File: src/hw/rtl/fsst8_pkg.sv
// ----------------------------------------------------------------------------
// fsst8 package
// shared constants and types for the symbol table loader and decoder
// ----------------------------------------------------------------------------
package fsst8_pkg;

   localparam int MAX_SYMBOL_LEN = 8;
   localparam int MAX_SYMBOLS    = 255;
   localparam int MAX_BODY_BYTES = 2049;

   localparam logic [7:0] ESC_CODE = 8'hFF;

   typedef enum logic [2:0] {
      ST_OK    = 3'd0,
      ST_BODY  = 3'd1,
      ST_HIST  = 3'd2,
      ST_DATA  = 3'd3,
      ST_TRUNC = 3'd4,
      ST_CODE  = 3'd5,
      ST_LONG  = 3'd6,
      ST_NOTAB = 3'd7
   } status_type;

   // symbol store write request from the loader
   typedef struct packed {
      logic       en;
      logic [7:0] code;
      logic [2:0] off;
      logic [3:0] len;
      logic [7:0] data;
   } sym_wr_type;

endpackage

File: src/hw/rtl/fsst8_loader.sv
// ----------------------------------------------------------------------------
// fsst8 table loader
// parses the serialized table and places symbol bytes into the store
// ----------------------------------------------------------------------------
module fsst8_loader #(
   parameter int MAX_SYMBOL_LEN = fsst8_pkg::MAX_SYMBOL_LEN,
   parameter int MAX_SYMBOLS    = fsst8_pkg::MAX_SYMBOLS,
   parameter int MAX_BODY_BYTES = fsst8_pkg::MAX_BODY_BYTES
) (
   input  logic                  clock,
   input  logic                  reset,
   input  logic                  take,
   input  logic [7:0]            in_byte,
   input  logic                  last,
   output fsst8_pkg::sym_wr_type wr,
   output logic                  done,
   output logic [2:0]            done_status,
   output logic                  table_valid,
   output logic [7:0]            symbol_total
);
   localparam int HDR = 1 + MAX_SYMBOL_LEN;

   logic        active_ff, active_in;
   logic        valid_ff, valid_in;
   logic [7:0]  total_ff, total_in;
   logic [11:0] seen_ff, seen_in;
   logic [10:0] htot_ff, htot_in;
   logic [13:0] exp_ff, exp_in;
   logic [7:0]  hist_ff [MAX_SYMBOL_LEN];
   logic [7:0]  hist_in [MAX_SYMBOL_LEN];
   // place cursor: current length, code, offset and symbols left in this length
   logic [3:0]  clen_ff, clen_in;
   logic [8:0]  ccode_ff, ccode_in;
   logic [2:0]  coff_ff, coff_in;
   logic [7:0]  cleft_ff, cleft_in;
   logic [11:0] pos;
   logic [11:0] seen_nx;
   logic        place_ok;
   logic [3:0]  nlen;
   logic [7:0]  nleft;

   assign table_valid  = valid_ff;
   assign symbol_total = total_ff;

   always_comb begin
      active_in = active_ff;
      valid_in  = valid_ff;
      total_in  = total_ff;
      seen_in   = seen_ff;
      htot_in   = htot_ff;
      exp_in    = exp_ff;
      clen_in   = clen_ff;
      ccode_in  = ccode_ff;
      coff_in   = coff_ff;
      cleft_in  = cleft_ff;
      hist_in   = hist_ff;
      wr        = '0;
      done        = 1'b0;
      done_status = fsst8_pkg::ST_OK;
      pos         = seen_ff;
      seen_nx     = seen_ff;
      place_ok    = 1'b0;
      nlen        = clen_ff;
      nleft       = cleft_ff;
      if (take) begin
         if (!active_ff) begin
            active_in = 1'b1;
            valid_in  = 1'b0;
            pos       = '0;
            htot_in   = '0;
            exp_in    = '0;
            for (int i = 0; i < MAX_SYMBOL_LEN; i++) hist_in[i] = '0;
         end
         if (pos == 12'd0) begin
            total_in = in_byte;
            clen_in  = 4'd1;
            ccode_in = '0;
            coff_in  = '0;
            cleft_in = '0;
         end else if (pos <= 12'(MAX_SYMBOL_LEN)) begin
            hist_in[3'(pos[3:0] - 4'd1)] = in_byte;
            htot_in = htot_in + 11'(in_byte);
            exp_in  = exp_in + 14'(in_byte) * 14'(pos[3:0]);
            if (pos == 12'd1) cleft_in = in_byte;
         end else if (pos < 12'd4095) begin
            // jump to the next length that still has symbols
            if (cleft_in == 8'd0 && coff_in == 3'd0) begin
               nlen  = 4'(MAX_SYMBOL_LEN);
               nleft = 8'd0;
               for (int k = MAX_SYMBOL_LEN; k >= 1; k--) begin
                  if (4'(k) > clen_in && hist_ff[3'(k - 1)] != 8'd0) begin
                     nlen  = 4'(k);
                     nleft = hist_ff[3'(k - 1)];
                  end
               end
               clen_in  = nlen;
               cleft_in = nleft;
            end
            place_ok = (cleft_in != 8'd0);
            if (place_ok) begin
               wr.en   = (ccode_in < 9'(MAX_SYMBOLS));
               wr.code = ccode_in[7:0];
               wr.off  = coff_in;
               wr.len  = clen_in;
               wr.data = in_byte;
               if (4'(coff_in) == clen_in - 4'd1) begin
                  coff_in  = '0;
                  ccode_in = ccode_in + 9'd1;
                  cleft_in = cleft_in - 8'd1;
               end else begin
                  coff_in = coff_in + 3'd1;
               end
            end
         end
         seen_nx = (pos != 12'd4095) ? pos + 12'd1 : pos;
         seen_in = seen_nx;
         if (last) begin
            done = 1'b1;
            if (seen_nx < 12'(HDR) || seen_nx > 12'(MAX_BODY_BYTES))
               done_status = fsst8_pkg::ST_BODY;
            else if (htot_in != 11'(total_in))
               done_status = fsst8_pkg::ST_HIST;
            else if (exp_in != 14'(seen_nx - 12'(HDR)))
               done_status = fsst8_pkg::ST_DATA;
            else
               done_status = fsst8_pkg::ST_OK;
            valid_in  = (done_status == fsst8_pkg::ST_OK);
            active_in = 1'b0;
         end
      end
   end

   always_ff @(posedge clock) begin
      if (reset) begin
         active_ff <= 1'b0;
         valid_ff  <= 1'b0;
         total_ff  <= '0;
         seen_ff   <= '0;
         htot_ff   <= '0;
         exp_ff    <= '0;
         clen_ff   <= 4'd1;
         ccode_ff  <= '0;
         coff_ff   <= '0;
         cleft_ff  <= '0;
         for (int i = 0; i < MAX_SYMBOL_LEN; i++) hist_ff[i] <= '0;
      end else begin
         active_ff <= active_in;
         valid_ff  <= valid_in;
         total_ff  <= total_in;
         seen_ff   <= seen_in;
         htot_ff   <= htot_in;
         exp_ff    <= exp_in;
         clen_ff   <= clen_in;
         ccode_ff  <= ccode_in;
         coff_ff   <= coff_in;
         cleft_ff  <= cleft_in;
         hist_ff   <= hist_in;
      end
   end
endmodule

File: config.mk
export PLATFORM = sky130hd
export DESIGN_NAME = fsst8_loader
export DESIGN_NICKNAME = d
export VERILOG_FILES = /design/src/hw/rtl/fsst8_pkg.sv /design/src/hw/rtl/fsst8_loader.sv
export SDC_FILE = /design/constraint.sdc
export NUM_CORES = 1
export LEC_CHECK = 0
export BUFFER_PORTS_ARGS = -buffer_cell sky130_fd_sc_hd__buf_2
export CAP_MARGIN = 40
export CORE_MARGIN = 2
export CORE_UTILIZATION = 40
export CTS_BUF_LIST = sky130_fd_sc_hd__clkbuf_16
export DETAILED_ROUTE_END_ITERATION = 6
export GPL_ROUTABILITY_DRIVEN = 0
export SLEW_MARGIN = 10
export SYNTH_ARGS = -nofsm -noshare
export SYNTH_HDL_FRONTEND = slang
export SYNTH_SLANG_ARGS = --single-unit
File: constraint.sdc
create_clock -name clock -period 8.35 [get_ports clock]
set_input_delay 0 -clock clock [delete_from_list [all_inputs] [get_ports clock]]
set_output_delay 0 -clock clock [all_outputs]
set_load 0.005 [all_outputs]
==> results of run 1 <==
## cells by family after synthesis
kind of cell    Yosys count
simple gates            458
compound gates          246
buf+inv                 128
flops                   103
fa+ha+maj                63
xor+xnor                 59
mux                      22
other cells               1
## metal layers
metal  share of wire, %  up-vias  track usage [%]
met4                2.2        0             6.56
met1                 47     3807             30.6
li1                   -     3854                -
met3                4.1       36             2.96
met5                  0        -                0
met2                 47      202             35.8
## through the flow
step | worst slack, ns | hold WS, ns
after CTS | 2.19 | 0.100
after global placement | 2.67 | 0.345
after detailed placement | 2.61 | 0.352
after floorplan | 2.35 | 0.202
final | 2.17 | 0.109
after global routing | 1.73 | 0.108
## sequential cells by signal, indices dropped and copies added, names as in the netlist, 4 cells and up
signal and count:
hist_ff 32, exp_ff 14, seen_ff 12, clen_ff 4, symbol_total 8, cleft_ff 8, ccode_ff 9, htot_ff 11
## placed cells by master, fill, tap and decap left out, types with 5 or more instances in the layout
| master | instances |
|---|---|
| nand3_1 | 31 |
| and2_1 | 21 |
| o21a_1 | 5 |
| mux2i_1 | 20 |
| o21ai_0 | 30 |
| nand4_1 | 15 |
| a211oi_1 | 17 |
| a21o_1 | 8 |
| nor2_1 | 138 |
| a21oi_1 | 49 |
| nor3_1 | 25 |
| a31oi_1 | 9 |
| buf_4 | 11 |
| buf_2 | 47 |
| and3_1 | 54 |
| xnor2_1 | 37 |
| nand2_1 | 85 |
| dfxtp_1 | 102 |
| o21ai_1 | 11 |
| fa_1 | 22 |
| or4_1 | 7 |
| inv_1 | 53 |
| nor4_1 | 20 |
| o31ai_1 | 5 |
| nand2b_1 | 11 |
| a22oi_1 | 52 |
| clkbuf_16 | 9 |
| or3_1 | 8 |
| ha_1 | 41 |
| xor2_1 | 22 |
| a32oi_1 | 12 |
| and4_1 | 5 |
## power breakdown
part / switching, mW / leakage, nW / internal, mW
Sequential: 0.0171 / 0.836 / 0.502
Combinational: 0.154 / 2.80 / 0.0766
Clock: 0.220 / 0.138 / 0.206
Total: 0.391 / 3.77 / 0.785
## synth_stat cells, drive strengths merged (22+ instances only)
cell type | instances | area, sq um
and2 | 22 | 139
xnor2 | 37 | 324
xor2 | 22 | 193
ha | 41 | 513
nor4 | 27 | 239
dfxtp | 103 | 2060
nor2 | 139 | 524
fa | 22 | 440
and3 | 55 | 345
nand2 | 87 | 332
o21ai | 43 | 223
nor3 | 29 | 178
inv | 54 | 203
a22oi | 52 | 390
buf | 22 | 169
nand3 | 32 | 165
clkbuf | 52 | 241
a21oi | 53 | 280
## worst reg2reg max path, stage by stage (launching register included)
cell,delay (ns)
dfxtp_2,0.81
buf_4,0.48
nand3_1,0.18
fa_1,0.55
fa_1,0.52
fa_1,0.54
inv_1,0.04
ha_1,0.34
nand2b_1,0.16
a21oi_1,0.13
or3_1,0.32
a31oi_1,0.46
xor2_1,0.13
nor4_1,0.33
o21ai_1,0.19
or2_1,0.25
o31ai_1,0.23
## area by class of cell
type	instances	area [sq um]	area share [%]
sequential	103	2060	22.8
timing repair buffer	60	338	3.73
tap	275	344	3.80
clock inverter	7	52.6	0.580
clock buffer	9	225	2.48
multi-input combinational	849	5840	64.4
inverter	54	203	2.24
## worst paths after layout
kind / from / endpoint / slack (ns) / depth (start not counted)
setup / recovery: active_ff$_SDFFE_PP0P_ / done_status[0] / 2.17 / 18
hold / removal: in_byte[7] / symbol_total[7]$_SDFFE_PP0P_ / 0.11 / 3
setup reg to reg: active_ff$_SDFFE_PP0P_ / table_valid$_SDFFE_PP0P_ / 2.64 / 16
hold reg to reg: symbol_total[2]$_SDFFE_PP0P_ / symbol_total[2]$_SDFFE_PP0P_ / 0.47 / 2
==> results.toml, run 1 <==
[drt]
drtIter0Drc = 645
first_pass_iters = 5
ant_nets = 0
wl_per_cell_um = 18.2
num_vias = 7899
wirelength_um = 24700
drc = 0
avgViaCountPerCell = 5.82

[layout]
fill_cells = 2215
finish.utilization_pct = 43.3
layout-drive-gt1-share_pct = 11.2
antenna-diode-count = 0
fin_area_sq_um = 9060
finalNonFillerCells = 1357
synthToLayoutAreaGrowth_pct = 6.47
fin_nets = 1152

[clock_tree]
cts_resized = 0
cts_made_buffers = 9
htreeDepth = 3
clk_pin_slew_ns = 0.08
clockRootBuffer = "clkbuf_16"
ctsHoldBuffers = 2
postCtsSetupBuffers = 0
insertion_delay_ns = 0.37
cts_num_sinks = 103
cts.path.max_buffers = 2
tritoncts = "built"

[synthesis]
synth_compound_gate_area_share_pct = 20.2
synth_async_sr_flop_share_pct = 0
synth_fa_ha_area_share_pct = 11.2
yosys.area_share.simple_pct = 28.4
syn_inst = 1080
synthesis.area_sq_um = 8510
synth_edf_count = 0
synth_top_family_by_area = "simple AND/OR/NAND/NOR gates"
synth.avg_cell_area_sq_um = 7.88
ys_seq_area_share_pct = 24.2
synth_nets = 1155
synth_xor_area_share_pct = 6.07
synthFlopType = "dfxtp_1"
synth.area.mux_share_pct = 2.62
synthDistinctLibCells = 91
yosysWarnings = 0
ys_seq_elements = 103

[sta]
fin_setup_tns_ns = 0
period_needed_ns = 6.18
worst_pin_slew_ns = 0.848
relSlewSlack_pct = 43.5
setup-violations-final = 0
fmax_mhz = 162
slew_violations = 0
rsz0062_at_grt = "false"
hold_violations = 0
period_share_pct = 74.0
fin_worst_skew_ns = 0.0187

[grt]
grt.total_usage_pct = 22.1
grt_first_pass_wirelength_um = 39400
grt_remaining_overflow = 0
grt_max_degree = 78
grt_pass1_vias = 7305
antenna_found_initial = 0

[place]
placed_cell_area_sq_um = 8770
portBuffers = 47
placed_cells = 1339
dp_hpwl_um = 17300

[worst_setup_path]
path_class = "flop to primary output"
end_kind = "primary output"
crit_buf_inv = 3
path_cells = "buf_4 > nand3_1 > fa_1 > fa_1 > fa_1 > inv_1 > ha_1 > a21o_1 > a31o_2 > or3_1 > a31oi_1 > xnor2_1 > mux2_2 > o22ai_1 > nand4bb_1 > o31ai_1 > a21boi_1 > buf_2"
cpPeakStageDelay_ns = 0.81
cp_top_family = "adder cells"
required_ns = 8.35
startpoint_type = "flop"
worstPathMaxFanout = 46
cp_common_cell = "fa_1"
worstPathArrival_ns = 6.18
slowest_stage = "dfxtp_2"

[min_path]
hp-class = "input pin to flop"

[floorplan]
start_util_pct = 40.6
die_h_um = 150
io_pins = 49
die_area_sq_um = 22500
die_w_um = 150
rows = 53
coreArea_sq_um = 21000

[pwr]
total_power_mw = 1.18
vdd_ir_drop_max_uv = 73.1
power_density_nw_per_um2 = 130
leakage_nw = 3.77

[run]
max-cap-violations = 0

[status]
status = "completed"
(Power assumes the default switching activity.)
==> run 2: changes to the inputs <==
Clock period 8.35 ns to 6.4 ns, I/O delays scaled along.
==> run 2 against run 1 <==
Net effect: combinational power grew 33%; global-route usage grew 0.19 points; via count down 0.76%; cell area increased by 0.43%; largest power group unchanged; critical endpoint unchanged; worst setup slack worse by 1.7 ns; count of clock-buffer cells in the layout did not move; critical path depth stayed put; wire length decreased by 0.36%; flip-flop and latch count did not move; worst hold slack got worse by 0.0030 ns; sequential power is 30% higher.
==> results.toml, run 2 (synthesis results as in run 1) <==
[sta]
worst_pin_slew_ns = 0.871
hold_violations = 0
period_share_pct = 92.5
fmax_mhz = 169
rsz0062_at_grt = "false"
fin_worst_skew_ns = 0.0123
slew_violations = 0
period_needed_ns = 5.92
setup-violations-final = 0
relSlewSlack_pct = 42.0
fin_setup_tns_ns = 0

[drt]
ant_nets = 0
wl_met1_um = 11500
first_pass_iters = 5
wl_per_cell_um = 18.1
wirelength_um = 24600
num_vias = 7839
avgViaCountPerCell = 5.76
wl_met2_um = 11400
drtIter0Drc = 683
met3_length_um = 1230
topRoutingLayerUsed = "met4"
drc = 0

[worst_setup_path]
startpoint_type = "flop"
end_kind = "primary output"
worstPathMaxFanout = 20
ff2ff_path_depth = 17
r2r_setup_slack_ns = 0.91
required_ns = 6.40
worstPathArrival_ns = 5.92
r2r_end = "table_valid$_SDFFE_PP0P_"
rr_startpoint = "seen_ff[3]$_SDFFE_PP0P_"
cp-endpoint = "done_status[0]"
path_class = "flop to primary output"
crit_start = "seen_ff[3]$_SDFFE_PP0P_"

[place]
dp_hpwl_um = 17500
placed_cells = 1342
portBuffers = 47

[floorplan]
coreArea_sq_um = 21000
die_h_um = 150
die_area_sq_um = 22500
io_pins = 49
start_util_pct = 40.6
die_w_um = 150
rows = 53

[min_path]
hp-class = "input pin to flop"

[layout]
antenna-diode-count = 0
finalNonFillerCells = 1360
final_cell_mix = "nor2_1, dfxtp_1, nand2_1"
fin_nets = 1155
final_common_cell = "nor2_1"
top_regs = "hist_ff: 32 flops, exp_ff: 14 flops, seen_ff: 12 flops"
largest_reg_flops = 32
regMostFlops = "hist_ff"
synthToLayoutAreaGrowth_pct = 6.92
finish.utilization_pct = 43.4
layout-drive-gt1-share_pct = 11.5
fill_cells = 2194

[clock_tree]
htreeDepth = 3
insertion_delay_ns = 0.36
cts.path.max_buffers = 2
clockRootBuffer = "clkbuf_16"
postCtsSetupBuffers = 0
tritoncts = "built"
cts_made_buffers = 9
clk_pin_slew_ns = 0.08
cts_resized = 0
cts_num_sinks = 103

[grt]
antenna_found_initial = 0
grt_max_degree = 77
grt_first_pass_wirelength_um = 39600
grt_remaining_overflow = 0
grt.total_usage_pct = 22.3
grt_pass1_vias = 7305

[pwr]
leakage_nw = 3.79
vdd_ir_drop_max_uv = 98.2
power_density_nw_per_um2 = 169

[run]
max-cap-violations = 0

[status]
status = "completed"
==> run 2: cell count changes in the layout (fill, tap and decap cells not counted) <==
cell,previous run,this run
buf_4,11,13
clkinv_4,2,0
inv_8,0,2
buf_8,0,1
clkinv_1,1,0
clkinvlp_4,0,1
==> run 2: layout make-up <==
type / instances / area, sq um / share of cell area, %
multi-input cells: 849 / 5840 / 64.1
flip-flops and latches: 103 / 2060 / 22.7
repair buffers: 63 / 368 / 4.04
well taps: 275 / 344 / 3.78
clock buffers: 9 / 225 / 2.47
inverters: 54 / 203 / 2.23
clock inverters: 7 / 61.3 / 0.673
==> run 2: repair_timing <==
action	4_1_cts	5_1_grt
endpoints found under the setup margin	0	0
hold endpoints to repair	18	0
hold buffers	2	0
==> run 2: critical path, cell delays in order (launching register included) <==
cell and delay, ns:
dfxtp_1 0.71, and3_1 0.29, fa_1 0.42, fa_1 0.54, inv_1 0.05, fa_1 0.52, inv_1 0.04, ha_1 0.38
a21o_1 0.20, a31o_2 0.21, or3_1 0.37, a31oi_1 0.32, xnor2_1 0.23, mux2_2 0.38, o22ai_1 0.22, nand4bb_1 0.16
o31ai_1 0.26, a21boi_1 0.09, buf_2 0.14
==> run 2: metrics by stage <==
stage / worst slack (ns) / hold WS, ns / power (mW) / instance area (sq um)
floorplan: 0.401 / 0.202 / 0.922 / 8510
finish: 0.480 / 0.106 / 1.54 / 9100
detailed placement: 0.952 / 0.360 / 0.993 / 8800
CTS: 0.526 / 0.0927 / 1.55 / 9100
global route: 0.0119 / 0.0946 / 1.61 / 9100
global placement: 1.02 / 0.353 / 0.987 / 8750
==> run 2: worst min path at each step <==
stage / startpoint / endpoint / slack [ns] / cells past startpoint
global placement: last / table_valid$_SDFFE_PP0P_ / 0.35 / 4
floorplan: in_byte[7] / cleft_ff[7]$_SDFFE_PP0P_ / 0.20 / 3
global route: in_byte[3] / symbol_total[3]$_SDFFE_PP0P_ / 0.09 / 3
CTS: in_byte[3] / symbol_total[3]$_SDFFE_PP0P_ / 0.09 / 3
detailed placement: reset / hist_ff[35]$_SDFFE_PP0P_ / 0.36 / 2
finish: in_byte[3] / symbol_total[3]$_SDFFE_PP0P_ / 0.11 / 3
==> run 2: routing by layer <==
layer,track usage (%),up-vias
li1,-,3877
met1,31.3,3732
met2,36.2,201
met3,3.14,29
met4,5.19,0
met5,0,-
==> run 2: power by group <==
group	switching [mW]	internal [mW]
Sequential	0.0201	0.655
Clock	0.286	0.274
Combinational	0.204	0.102
==> run 3: changes to the inputs <==
--- a/config.mk
+++ b/config.mk
@@ -6,4 +6,5 @@
 export NUM_CORES = 1
 export LEC_CHECK = 0
+export ABC_AREA = 1
 export BUFFER_PORTS_ARGS = -buffer_cell sky130_fd_sc_hd__buf_2
 export CAP_MARGIN = 40
@@ -13,4 +14,5 @@
 export DETAILED_ROUTE_END_ITERATION = 6
 export GPL_ROUTABILITY_DRIVEN = 0
+export PLACE_DENSITY_LB_ADDON = 0.3
 export SLEW_MARGIN = 10
 export SYNTH_ARGS = -nofsm -noshare
==> constraint.sdc (replaced) <==
create_clock -name clock -period 6.4 [get_ports clock]
set_input_delay 0 -clock clock [delete_from_list [all_inputs] [get_ports clock]]
set_output_delay 0 -clock clock [all_outputs]
set_load 0.05 [all_outputs]
==> run 3 against run 2 <==
Net effect: first-iteration DRC count is 7.8% higher; sequential power is 4.1% higher; utilization is 0.19 points lower; clock skew is 0.0083 ns higher; synthesized area is 11% higher; cell area is 11% higher; combinational power is 93% higher.
==> results.toml, run 3 <==
[worst_setup_path]
worstPathArrival_ns = 5.63
required_ns = 6.40
startpoint_type = "flop"
worstPathMaxFanout = 28
path_class = "flop to primary output"
end_kind = "primary output"

[synthesis]
netlist.area_leader.share_pct = 21.7
synth.avg_cell_area_sq_um = 6.22
yosys-top-cells-count = "nand2_1, inv_1, nor2_1"
synthFlopType = "dfxtp_1"
synth_nets = 1602
ys_seq_area_share_pct = 21.7
post-synth-top-count-cell = "nand2_1"
synthesis.area_sq_um = 9490
ys_top_cells_by_area = "dfxtp_1, nand2_1, inv_1"
syn_inst = 1527
synthDistinctLibCells = 53
ys_seq_elements = 103
yosysWarnings = 0
yosysTopAreaCell = "dfxtp_1"
synth_async_sr_flop_share_pct = 0
synth_edf_count = 0

[floorplan]
rows = 56
die_h_um = 158
start_util_pct = 40.6
coreArea_sq_um = 23400
die_w_um = 158
io_pins = 49
die_area_sq_um = 25000

[min_path]
hp-class = "input pin to flop"

[layout]
top_regs = "hist_ff: 32 flops, exp_ff: 14 flops, seen_ff: 12 flops"
finalNonFillerCells = 1853
fin_nets = 1606
regMostFlops = "hist_ff"
antenna-diode-count = 0
fin_area_sq_um = 10100
final_cell_mix = "nand2_1, inv_1, nor2_1"
largest_reg_flops = 32
fill_cells = 2559
final_common_cell = "nand2_1"
layout-drive-gt1-share_pct = 9.26
synthToLayoutAreaGrowth_pct = 6.67

[sta]
period_needed_ns = 5.63
relSlewSlack_pct = 40.0
setup-violations-final = 0
hold_violations = 0
rsz0062_at_grt = "false"
hold-worst-slack_ns = 0.0751
slew_violations = 0
fin_setup_tns_ns = 0
fin_worst_skew_ns = 0.0206
fmax_mhz = 178
worst_pin_slew_ns = 0.898
period_share_pct = 88.0

[drt]
avgViaCountPerCell = 5.13
drtIter0Drc = 736
ant_nets = 0
wirelength_um = 27200
num_vias = 9512
wl_per_cell_um = 14.7
first_pass_iters = 5
drc = 0

[clock_tree]
tritoncts = "built"
cts_num_sinks = 103
cts.path.max_buffers = 2
postCtsSetupBuffers = 0
cts_made_buffers = 9
insertion_delay_ns = 0.37
cts_resized = 0
clockRootBuffer = "clkbuf_16"
htreeDepth = 3
clk_pin_slew_ns = 0.09
ctsHoldBuffers = 0

[place]
placed_cell_area_sq_um = 9850
portBuffers = 47
dp_hpwl_um = 20300
placed_cells = 1839

[grt]
grt_first_pass_wirelength_um = 44100
antenna_found_initial = 0
grt.total_usage_pct = 22.2
grt_max_degree = 77
grt_remaining_overflow = 0
grt_pass1_vias = 8653

[pwr]
leakage_nw = 5.20
power_density_nw_per_um2 = 182
vdd_ir_drop_max_uv = 139

[status]
status = "completed"

[run]
max-cap-violations = 0
## run 3: worst paths after layout
| path | start | end | slack (ns) | cells after the start |
|---|---|---|---|---|
| min | take | htot_ff[8]$_SDFFE_PP0P_ | 0.08 | 2 |
| min reg2reg | hist_ff[39]$_SDFFE_PP0P_ | hist_ff[39]$_SDFFE_PP0P_ | 0.47 | 2 |
| max | active_ff$_SDFFE_PP0P_ | done_status[0] | 0.77 | 24 |
| max reg2reg | active_ff$_SDFFE_PP0P_ | table_valid$_SDFFE_PP0P_ | 1.24 | 24 |
## run 3: power by group
group / switching (mW) / internal (mW)
clock: 0.285 / 0.266
sequential: 0.0301 / 0.673
combinational: 0.421 / 0.171
## run 3: critical path: stages, from the launching register on
cell and delay [ns]:
dfxtp_2 0.70, nand2_1 0.43, inv_1 0.21, nand2_1 0.08, fa_1 0.47, fa_1 0.51, fa_1 0.54, inv_1 0.04
ha_1 0.35, nand2_1 0.07, o21ai_0 0.41, nand2_1 0.13, nand2_1 0.11, nand2_1 0.05, nand2_1 0.06, nand2_1 0.06
o21ai_0 0.12, nand2_1 0.08, nand2_1 0.09, xor2_1 0.14, nor2_1 0.08, nand2_1 0.07, nand2_1 0.04, a21oi_1 0.13
buf_2 0.28
## run 3: layer usage
layer | vias to the layer above | track usage [%] | part of all wire (%)
met4 | 0 | 6.39 | 2.2
met3 | 40 | 2.14 | 4.2
li1 | 4899 | - | -
met2 | 225 | 37.5 | 46
met5 | - | 0 | 0
met1 | 4348 | 30.2 | 47
## run 3: stage by stage
stage | utilization, % | setup WS [ns] | total power [mW]
after CTS | 43.3 | 0.747 | 1.85
final | 43.3 | 0.766 | 1.85
after floorplan | - | 0.883 | 1.18
after global routing | 43.3 | 0.223 | 1.96
after detailed placement | 42.1 | 1.17 | 1.31
after global placement | 42.1 | 1.23 | 1.30
## run 3: cell families (layout without fill, tap and decap cells)
| family | after synthesis | count (layout) | share of synthesized area, % |
|---|---|---|---|
| AOI/OAI and AO/OA | 262 | 262 | 15.9 |
| xor gates and xnor gates | 34 | 34 | 3.22 |
| adders and majority gates | 63 | 63 | 10.0 |
| buffers and inverters | 303 | 310 | 13.0 |
| DFF | 103 | 103 | 21.7 |
| other | 1 | 1 | 0.0395 |
| and+or+nand+nor | 761 | 761 | 36.1 |
## run 3: layout make-up
class,count,area [sq um],area share (%)
Multi-Input combinational cell,1121,6200,61.2
Sequential cell,103,2060,20.4
Inverter,244,921,9.10
Tap cell,319,399,3.94
Timing Repair Buffer,52,275,2.72
Clock buffer,9,225,2.22
Clock inverter,5,43.8,0.433
